==> src/hw/rtl/ged_pkg.sv <==
package ged_pkg;

  localparam int unsigned IDX_W   = 8;
  localparam int unsigned SIDE    = 2 ** IDX_W;
  localparam int unsigned ADDR_W  = 2 * IDX_W;
  localparam int unsigned PIX_W   = 8;
  localparam int unsigned ACC_W   = 12;
  localparam int unsigned SUM_W   = 2 * PIX_W + 1;
  localparam int unsigned RAD_W   = SUM_W + 1;
  localparam int unsigned ROOT_W  = RAD_W / 2;
  localparam int unsigned TAP_W   = 3;

  localparam logic [IDX_W-1:0] LAST_IDX = IDX_W'(SIDE - 1);

  localparam int unsigned PRE_RECIP = 683;
  localparam int unsigned PRE_SHIFT = 11;
  localparam int unsigned SOB_SHIFT = 2;

  localparam logic [1:0] MODE_THREE   = 2'd0;
  localparam logic [1:0] MODE_ROBERTS = 2'd1;
  localparam logic [1:0] MODE_PREWITT = 2'd2;
  localparam logic [1:0] MODE_SOBEL   = 2'd3;

  localparam logic OP_WRITE = 1'b0;
  localparam logic OP_EVAL  = 1'b1;

  localparam logic CFG_MODE      = 1'b0;
  localparam logic CFG_THRESHOLD = 1'b1;

  localparam logic [1:0]       MODE_RESET      = MODE_THREE;
  localparam logic [PIX_W-1:0] THRESHOLD_RESET = PIX_W'(40);

  typedef struct packed {
    logic signed [1:0] dr;
    logic signed [1:0] dc;
    logic signed [2:0] wr;
    logic signed [2:0] wc;
    logic              last;
  } tap_t;

  function automatic tap_t mk_tap(input logic signed [1:0] dr, input logic signed [1:0] dc,
                                  input logic signed [2:0] wr, input logic signed [2:0] wc,
                                  input logic last);
    tap_t t;
    t.dr   = dr;
    t.dc   = dc;
    t.wr   = wr;
    t.wc   = wc;
    t.last = last;
    return t;
  endfunction

  function automatic tap_t tap_lookup(input logic [1:0] mode, input logic [TAP_W-1:0] k);
    tap_t              t;
    logic signed [2:0] w;
    w = (mode == MODE_SOBEL) ? 3'sd2 : 3'sd1;
    t = mk_tap(2'sd0, 2'sd0, 3'sd0, 3'sd0, 1'b1);
    case (mode)
      MODE_THREE: begin
        case (k)
          3'd0:    t = mk_tap( 2'sd0,  2'sd0,  3'sd1,  3'sd1, 1'b0);
          3'd1:    t = mk_tap( 2'sd0, -2'sd1, -3'sd1,  3'sd0, 1'b0);
          default: t = mk_tap( 2'sd1,  2'sd0,  3'sd0, -3'sd1, 1'b1);
        endcase
      end
      MODE_ROBERTS: begin
        case (k)
          3'd0:    t = mk_tap( 2'sd0,  2'sd0,  3'sd1,  3'sd0, 1'b0);
          3'd1:    t = mk_tap( 2'sd1,  2'sd1, -3'sd1,  3'sd0, 1'b0);
          3'd2:    t = mk_tap( 2'sd0,  2'sd1,  3'sd0,  3'sd1, 1'b0);
          default: t = mk_tap( 2'sd1,  2'sd0,  3'sd0, -3'sd1, 1'b1);
        endcase
      end
      default: begin
        case (k)
          3'd0:    t = mk_tap(-2'sd1, -2'sd1, -3'sd1,  3'sd1, 1'b0);
          3'd1:    t = mk_tap(-2'sd1,  2'sd0,  3'sd0,  w,     1'b0);
          3'd2:    t = mk_tap(-2'sd1,  2'sd1,  3'sd1,  3'sd1, 1'b0);
          3'd3:    t = mk_tap( 2'sd0, -2'sd1, -w,      3'sd0, 1'b0);
          3'd4:    t = mk_tap( 2'sd0,  2'sd1,  w,      3'sd0, 1'b0);
          3'd5:    t = mk_tap( 2'sd1, -2'sd1, -3'sd1, -3'sd1, 1'b0);
          3'd6:    t = mk_tap( 2'sd1,  2'sd0,  3'sd0, -w,     1'b0);
          default: t = mk_tap( 2'sd1,  2'sd1,  3'sd1, -3'sd1, 1'b1);
        endcase
      end
    endcase
    return t;
  endfunction

endpackage

==> src/hw/rtl/ged_isqrt.sv <==
module ged_isqrt (
  input  logic                        clk_i,
  input  logic                        rst_ni,
  input  logic                        start_i,
  input  logic [ged_pkg::RAD_W-1:0]   radicand_i,
  output logic                        done_o,
  output logic [ged_pkg::ROOT_W-1:0]  root_o
);

  localparam int unsigned REM_W = ged_pkg::ROOT_W + 3;
  localparam int unsigned CNT_W = $clog2(ged_pkg::ROOT_W);

  logic                       busy_q, busy_d;
  logic                       done_q, done_d;
  logic [CNT_W-1:0]           cnt_q, cnt_d;
  logic [ged_pkg::RAD_W-1:0]  rad_q, rad_d;
  logic [REM_W-1:0]           rem_q, rem_d;
  logic [ged_pkg::ROOT_W-1:0] root_q, root_d;
  logic [REM_W-1:0]           rem_t;
  logic [REM_W-1:0]           trial;

  assign rem_t = {rem_q[REM_W-3:0], rad_q[ged_pkg::RAD_W-1 -: 2]};
  assign trial = REM_W'({root_q, 2'b01});

  always_comb begin
    busy_d = busy_q;
    done_d = 1'b0;
    cnt_d  = cnt_q;
    rad_d  = rad_q;
    rem_d  = rem_q;
    root_d = root_q;
    if (start_i) begin
      busy_d = 1'b1;
      cnt_d  = '0;
      rad_d  = radicand_i;
      rem_d  = '0;
      root_d = '0;
    end else if (busy_q) begin
      rad_d = {rad_q[ged_pkg::RAD_W-3:0], 2'b00};
      if (rem_t >= trial) begin
        rem_d  = rem_t - trial;
        root_d = {root_q[ged_pkg::ROOT_W-2:0], 1'b1};
      end else begin
        rem_d  = rem_t;
        root_d = {root_q[ged_pkg::ROOT_W-2:0], 1'b0};
      end
      cnt_d = cnt_q + CNT_W'(1);
      if (cnt_q == CNT_W'(ged_pkg::ROOT_W - 1)) begin
        busy_d = 1'b0;
        done_d = 1'b1;
      end
    end
  end

  always_ff @(posedge clk_i or negedge rst_ni) begin
    if (!rst_ni) begin
      busy_q <= 1'b0;
      done_q <= 1'b0;
      cnt_q  <= '0;
    end else begin
      busy_q <= busy_d;
      done_q <= done_d;
      cnt_q  <= cnt_d;
    end
  end

  always_ff @(posedge clk_i) begin
    rad_q  <= rad_d;
    rem_q  <= rem_d;
    root_q <= root_d;
  end

  assign done_o = done_q;
  assign root_o = root_q;

endmodule

==> config.mk <==
export PLATFORM = sky130hd
export DESIGN_NAME = ged_isqrt
export DESIGN_NICKNAME = d
export VERILOG_FILES = /design/src/hw/rtl/ged_pkg.sv /design/src/hw/rtl/ged_isqrt.sv
export SDC_FILE = /design/constraint.sdc
export NUM_CORES = 1
export LEC_CHECK = 0
export BUFFER_PORTS_ARGS = -buffer_cell sky130_fd_sc_hd__buf_2
export CAP_MARGIN = 20
export CORE_MARGIN = 4
export CORE_UTILIZATION = 30
export DETAILED_ROUTE_END_ITERATION = 8
export PLACE_DENSITY = 0.49
export SLEW_MARGIN = 20
export SYNTH_ARGS = -nofsm -noshare
export SYNTH_HDL_FRONTEND = slang
export SYNTH_SLANG_ARGS = --single-unit
==> constraint.sdc <==
create_clock -name clk_i -period 1.9 [get_ports clk_i]
set_input_delay 0 -clock clk_i [delete_from_list [all_inputs] [get_ports clk_i]]
set_output_delay 0 -clock clk_i [all_outputs]
set_load 0.02 [all_outputs]
== Yosys cells after proc, flatten, opt, wreduce, memory -nomap -nowiden ==
Index checks and enable logic that the tools add are counted.

* $add $sub $neg: 2
* Mux-type cells: 12
* Eq/ne operators: 1
* Order comparisons: 1
* Reductions and logical operators: 1

{| class="wikitable"
|+ Operator list
! cell !! count
|-
| $mux W18 || 2
|-
| $ge A12 B11 Y1 || 1
|-
| $mux W10 || 1
|-
| $sub A10 B10 Y10 || 1
|-
| $mux W4 || 2
|-
| $mux W1 || 7
|-
| $add A4 B1 Y4 const B || 1
|-
| $eq A4 B4 Y1 const B || 1
|-
| $reduce_bool A2 Y1 || 1
|}

* Logic and storage cells: 23
* Bits of input ports: 21
* Flip-flop bits (word level): 43
* Output and inout bits: 10

== Depth between registers and ports, before layout ==
Gate-level depths: netlist of the first run.

* Depth after elaboration: 4
* Depth in mapped cells: 9
* Gate-level depth less buffers: 7

== Worst setup path after synthesis of the first run ==
Ideal clock, no wire load.

* Path type: register -> register
* Start point: reg root_q (netlist bit root_o[3])
* End point: reg rem_q[2]
* Arrival: 2072 ps
* Buffers on the path: 2
* Data required time: 1778 ps
* Period minus slack after synthesis: 2194 ps
* Setup slack: -294 ps
* Cell stages (with the launch flop): 10
* Library setup time: 122 ps
* Path through: dfxtp_1 inv_1 ha_1 buf_6 a211oi_2 o21bai_1 a21o_1 or2_1 buf_6 a221o_1

* Cells in the longest elaborated chain, start to end: 2

{| class="wikitable"
|+ Ends and longest elaborated chain
! what !! RTL line !! text
|-
| start: declaration || ged_isqrt.sv:18 || <nowiki>logic [ged_pkg::ROOT_W-1:0] root_q, root_d;</nowiki>
|-
| start signal: assignment || ged_isqrt.sv:70 || <nowiki>root_q <= root_d;</nowiki>
|-
| $ge A12 B11 Y1 || ged_isqrt.sv:40 || <nowiki>if (rem_t >= trial) begin</nowiki>
|-
| $mux W10 || ged_isqrt.sv:40 ||
|-
| end signal: assignment || ged_isqrt.sv:69 || <nowiki>rem_q <= rem_d;</nowiki>
|-
| end: declaration || ged_isqrt.sv:17 || <nowiki>logic [REM_W-1:0] rem_q, rem_d;</nowiki>
|}

Every way passes these cells.
A chain may end at the register's enable or synchronous reset.

== Worst setup path after layout of the first run ==
* Start point: reg root_q (netlist bit root_o[3])
* End point: reg rem_q[3]

Same word-level chain as after synthesis.

==> impl_metrics.ini, run 1 <==
[hold_path]
hold_depth = 2
min_from = radicand_i[13]
min_path_type = in2reg
min_to = rad_q[13]

[synth]
syn-cell-area_mm2 = 0.00232
netlist-cell-type-count = 45
syn_avg_cell_area_um2 = 10.4
synth_top_area_cell = edfxtp_1
ys_seq_area_share_pct = 46.2
synth-edff-count = 18
ys.warnings.count = 0
synth-async-reset-ratio_pct = 14.0
synth_ff_type = dfxtp_1
ys_top_cells_by_count = nor2_1, dfxtp_1, edfxtp_1, nand2_1, mux2_2
synth_most_common_cell = nor2_1
synthTopCellsByArea = edfxtp_1, dfxtp_1, mux2_2, ha_1, dfrtp_1
synth_top_area_share_pct = 23.3
yosys_register_bits = 43
synth_fp_nets = 258
synthCells = 224

[sta]
hold_slack_ns = 0.00725
relSlewSlack_pct = 70.5
post-route-min-period_ns = 1.83
finalHoldViolations = 0
max_freq_mhz = 546
final_max_slew_viol_count = 0
fin_crit_sh_pct = 96.4
tightest_slew_ns = 0.443
setup_viol = 0
skew_ns = 0.00607

[detailed_routing]
wl_per_cell_um = 13.0
first_iter_violations = 91
drc = 0
wl_mm = 5.10
dr.pass1.iters = 4
vias = 1844
viasPerCell = 4.72
ant_nets = 0

[worst_setup_path]
r2r-start = root_o[3]
worstSetupEndpointType = register
required_ns = 2.06
cpPeakStageDelay_ns = 0.37
crit_type = reg2reg
regToRegSetupSlack_ns = 0.07
reg2regPathDepth = 8
startpoint_type = register
r2r_end = rem_q[3]
crit_path_cell_trace = inv_2, ha_4, a211oi_2, o21bai_1, a21o_1, buf_4, o2111ai_1, o211ai_1
cpMaxStageDelayCell = dfxtp_4
crit_fanout = 7
critical_path_arrival_ns = 1.99

[die]
dieWidth_um = 95.9
die-area_mm2 = 0.00920
start_util_pct = 31.5
rows = 31
ios = 31
coreArea_mm2 = 0.00737
die_y_um = 95.9

[finish]
final_nets = 325
regArea_mm2 = 0.00109
syn_to_final_growth_pct = 31.2
fill_cells = 759
final_cell_count_no_fill = 391
multi_input_area_mm2 = 0.00121
diodes = 0
final_layout_size_suffix_gt1_share_pct = 39.0

[global_routing]
antenna_found_initial = 0
grt_pass1_wl_mm = 8.60
grt_pass1_vias = 1846
overflow = 0
grt_usage_pct = 11.9
grt_max_degree = 24

[cts]
cts.htree.levels = 2
cts_tree = built
cts-root-buf = clkbuf_8
cts.sinks = 43
clk_latency_ns = 0.29
numCtsBuffers = 5
clock_path_buffers = 2
clk_pin_slew_ns = 0.08

[flow_run]
drv_cap = 0

[place]
numPortBuffers = 30
dp_hpwl_mm = 3.86
routabilityCongestion = 0.839
dpl.cell_count = 376

[power]
p_per_area_mw_per_mm2 = 1260
total_leakage_power_nw = 1.31
peakVddDrop_mv = 0.533

[outcome]
status = complete, no violations
layout by cell type (no fill, tap or decap), types with 2 or more instances in the layout:
| master | netlist | routed |
|---|---|---|
| nand4_1 | 4 | 4 |
| mux2_2 | 16 | 16 |
| dlygate4sd3_1 | 0 | 5 |
| o211ai_1 | 4 | 4 |
| or3_1 | 2 | 2 |
| a21o_1 | 3 | 3 |
| o21a_1 | 2 | 2 |
| xor2_1 | 3 | 3 |
| xnor2_1 | 5 | 5 |
| mux2i_1 | 10 | 10 |
| clkbuf_1 | 6 | 2 |
| nor2_1 | 20 | 20 |
| nand3b_1 | 2 | 2 |
| a221o_1 | 2 | 2 |
| nor3_1 | 6 | 6 |
| o21ai_2 | 0 | 2 |
| dfxtp_1 | 19 | 9 |
| o22ai_1 | 3 | 2 |
| buf_4 | 0 | 37 |
| dfrtp_1 | 6 | 6 |
| ha_1 | 13 | 8 |
| dfxtp_4 | 0 | 2 |
| nand3_1 | 2 | 2 |
| a21oi_1 | 4 | 3 |
| dfxtp_2 | 0 | 8 |
| and2_1 | 2 | 2 |
| nand2_1 | 18 | 18 |
| edfxtp_1 | 18 | 18 |
| clkbuf_8 | 0 | 5 |
| ha_4 | 0 | 4 |
| inv_1 | 14 | 13 |
| buf_2 | 3 | 30 |
| nor2b_1 | 3 | 3 |
| o21bai_1 | 3 | 3 |
| a211oi_2 | 1 | 2 |
| o31a_1 | 3 | 3 |
| o21ai_0 | 8 | 7 |
repair_timing:
item	CTS	global route
hold endpoints to repair	10	0
gates resized for setup	2	10
endpoints found under the setup margin	4	10
pin swaps	0	4
hold buffers	5	0
setup buffers	0	2
through the flow:
stage	area [um2]	total power [mW]	setup TNS [ns]	utilization, %	worst slack [ns]
floorplan	2360	2.51	-0.136	-	-0.0681
global placement	2830	3.11	0	38.4	0.0163
detailed placement	2830	3.11	-0.0308	38.4	-0.0143
CTS	2960	3.72	0	40.2	0.0167
global route	3040	4.13	-0.0313	41.3	-0.0245
finish	3040	3.83	0	41.3	0.0691
registers in the layout (all words and copies together), names as in the netlist:
signal and flops:
cnt_q 4, busy_q 1, rad_q 18, rem_q 10, done_o 1, root_o 9
area by class of cell:
| cell class | count | area share (%) |
|---|---|---|
| multi-input cells | 155 | 39.9 |
| repair buffers | 72 | 15.7 |
| clock buffers | 7 | 2.51 |
| well taps | 99 | 4.07 |
| clock inverters | 1 | 0.247 |
| inverters | 14 | 1.73 |
| flip-flops and latches | 43 | 35.8 |
power breakdown:
group	leakage, nW	internal (mW)	switching, mW
combinational	0.842	1.07	0.980
clock	0.0385	0.260	0.301
sequential	0.432	1.12	0.0988
logic make-up after synthesis:
logic type	synth area share, %
xor+xnor	3.02
fa+ha+maj	7.02
simple gates	13.8
buf+inv	5.02
compound gates	12.8
mux	12.1
flops	46.2
routing by layer:
metal  track usage, %  vias up  wire [um]
met4             3.55        0         64
met5                0        -          0
met1             15.9      868       2370
met3             2.11        6        175
met2             19.6       31       2490
li1                 -      939          -
critical path, delay by kind of cell, from the launching register on:
family                   cells  cell delay [ns]
buffers and inverters        2             0.21
AO/OA/AOI/OAI                5             0.91
flip-flops                   1             0.37
adder cells (fa/ha/maj)      1             0.21
worst max-delay path by stage:
stage / endpoint / startpoint / cells after the start
after global routing: rem_q[7] / root_o[1] / 7
after CTS: rem_q[7] / root_o[0] / 7
after detailed placement: rem_q[8] / root_o[8] / 8
after floorplan: rem_q[2] / root_o[3] / 9
after global placement: rem_q[0] / root_o[8] / 7
final: rem_q[3] / root_o[3] / 8
Note: power is estimated with default switching activity, not from simulation.
==> inputs of run 2 (changes only) <==
--- a/config.mk
+++ b/config.mk
@@ -9,6 +9,7 @@
 export CAP_MARGIN = 20
 export CORE_MARGIN = 4
 export CORE_UTILIZATION = 30
+export CTS_BUF_LIST = sky130_fd_sc_hd__clkbuf_8 sky130_fd_sc_hd__clkbuf_16
 export DETAILED_ROUTE_END_ITERATION = 8
 export PLACE_DENSITY = 0.49
 export SLEW_MARGIN = 20
==> run 2 against run 1 <==
- worst hold slack barely moved
- combinational power barely moved
- first-iteration DRC count did not move
- die area did not move
- sequential share of layout area fell by 0.12 points
- design area rose by 0.33%
- wire length did not move
- worst setup slack did not move
- via count rose by 0.27%
- flip-flop and latch count did not move
- non-clock buffer count rose by 1
- fmax did not move
- critical path type unchanged
==> impl_metrics.ini, run 2 (synthesis results as in run 1) <==
[finish]
layout_commonest_cell = buf_4
utilization_pct = 41.4
syn_to_final_growth_pct = 31.6
diodes = 0
final_nets = 326
final_layout_size_suffix_gt1_share_pct = 38.9
regMostFlops = rad_q
final_cell_count_no_fill = 392
largest_register_ffs = 18
fin_area_mm2 = 0.00305
final_cell_mix = buf_4, buf_2, nor2_1

[sta]
post-route-min-period_ns = 1.83
hold_slack_ns = 0.00696
setup_viol = 0
final_max_slew_viol_count = 0
tightest_slew_ns = 0.442
skew_ns = 0.00644
fin_crit_sh_pct = 96.4
timing.final.ws_setup_ns = 0.0691
finalHoldViolations = 0
relSlewSlack_pct = 70.5
max_freq_mhz = 546
finalSetupTns_ns = 0

[power]
peakVddDrop_mv = 0.533
power_frac_clock_pct = 14.4
p_comb_share_pct = 53.7
p_per_area_mw_per_mm2 = 1250
p_int_mw = 2.44
switching_share_pct = 36.1
p_seq_share_pct = 31.9
p_total_mw = 3.82
p_sw_mw = 1.38
total_leakage_power_nw = 1.32

[cts]
cts_tree = built
cts.sinks = 43
clk_latency_ns = 0.29
cts.htree.levels = 2
clk_pin_slew_ns = 0.08
clock_path_buffers = 2
numCtsBuffers = 5
cts-root-buf = clkbuf_8

[place]
post_dp_cell_area_mm2 = 0.00283
dpl.cell_count = 376
preCtsSetupSlack_ns = -0.0143
routabilityCongestion = 0.839
dp_hpwl_mm = 3.86
numPortBuffers = 30

[hold_path]
min_path_type = in2reg
min_from = radicand_i[13]
min_to = rad_q[13]
hold_depth = 2

[worst_setup_path]
r2r-start = root_o[3]
regToRegSetupSlack_ns = 0.07
worstSetupEndpointType = register
reg2regPathDepth = 8
startpoint_type = register
crit_fanout = 7
required_ns = 2.06
critical_path_arrival_ns = 1.99
crit_type = reg2reg
r2r_end = rem_q[3]
critPathLaunch = root_o[3]
cpMaxStageDelayCell = dfxtp_4
cpPeakStageDelay_ns = 0.37
crit_path_cell_trace = inv_2, ha_4, a211oi_2, o21bai_1, a21o_1, buf_4, o2111ai_1, o211ai_1

[global_routing]
antenna_found_initial = 0
overflow = 0
grt_pass1_wl_mm = 8.60
grt_usage_pct = 11.9
grt_max_degree = 24
grt_pass1_vias = 1847

[detailed_routing]
wl_per_cell_um = 13.0
ant_nets = 0
wl_mm = 5.10
first_iter_violations = 91
viasPerCell = 4.72
drc = 0
dr.pass1.iters = 4
vias = 1849

[die]
rows = 31
ios = 31
die-area_mm2 = 0.00920
start_util_pct = 31.5
dieWidth_um = 95.9
coreArea_mm2 = 0.00737
die_y_um = 95.9

[flow_run]
drv_cap = 0

[outcome]
status = complete, no violations
==> run 2: cell count changes in the layout (fill, tap and decap cells not counted) <==
cell,before,now
clkbuf_1,2,0
inv_1,13,15
dlygate4sd3_1,5,6
==> run 2: area by class of cell <==
cell class,count,area [um2]
multi-input cells,155,1210
repair buffers,73,488
clock inverters,3,15.0
inverters,14,52.6
well taps,99,124
fillers,759,4320
flip-flops and latches,43,1090
clock buffers,5,68.8
==> run 2: layer usage <==
| metal | wire (um) | GRT usage (%) |
|---|---|---|
| met5 | 0 | 0 |
| met2 | 2500 | 19.6 |
| met3 | 175 | 2.11 |
| met4 | 64 | 3.55 |
| met1 | 2360 | 15.9 |
==> run 2: power groups by stage <==
stage               clock network (mW)  logic, mW  registers, mW
finish                           0.551       2.05           1.22
global route                     0.614       2.26           1.24
CTS                              0.572       1.93           1.21
detailed placement                   0       1.88           1.23
global placement                     0       1.88           1.23
floorplan                            0       1.27           1.24
==> run 2: how the worst max path moves through the flow <==
stage / endpoint / slack (ns) / depth (start not counted)
2_1_floorplan: rem_q[2] / -0.07 / 9
3_3_place_gp: rem_q[0] / 0.02 / 7
3_5_place_dp: rem_q[8] / -0.01 / 8
4_1_cts: rem_q[7] / 0.02 / 7
5_1_grt: rem_q[7] / -0.02 / 7
6_report: rem_q[3] / 0.07 / 8
==> run 2: timing repair <==
item	CTS	global route
buffers inserted	0	2
setup endpoints to repair	4	10
resized for setup	2	10
hold buffers	6	0
pin swaps	0	4
endpoints found under the hold margin	11	0
==> run 2: worst max-delay path: cells and delay by family (launching register included) <==
| kind | cells | cell delay [ns] |
|---|---|---|
| adder cells (fa/ha/maj) | 1 | 0.21 |
| flip-flops | 1 | 0.37 |
| AO/OA/AOI/OAI | 5 | 0.91 |
| buffers and inverters | 2 | 0.21 |
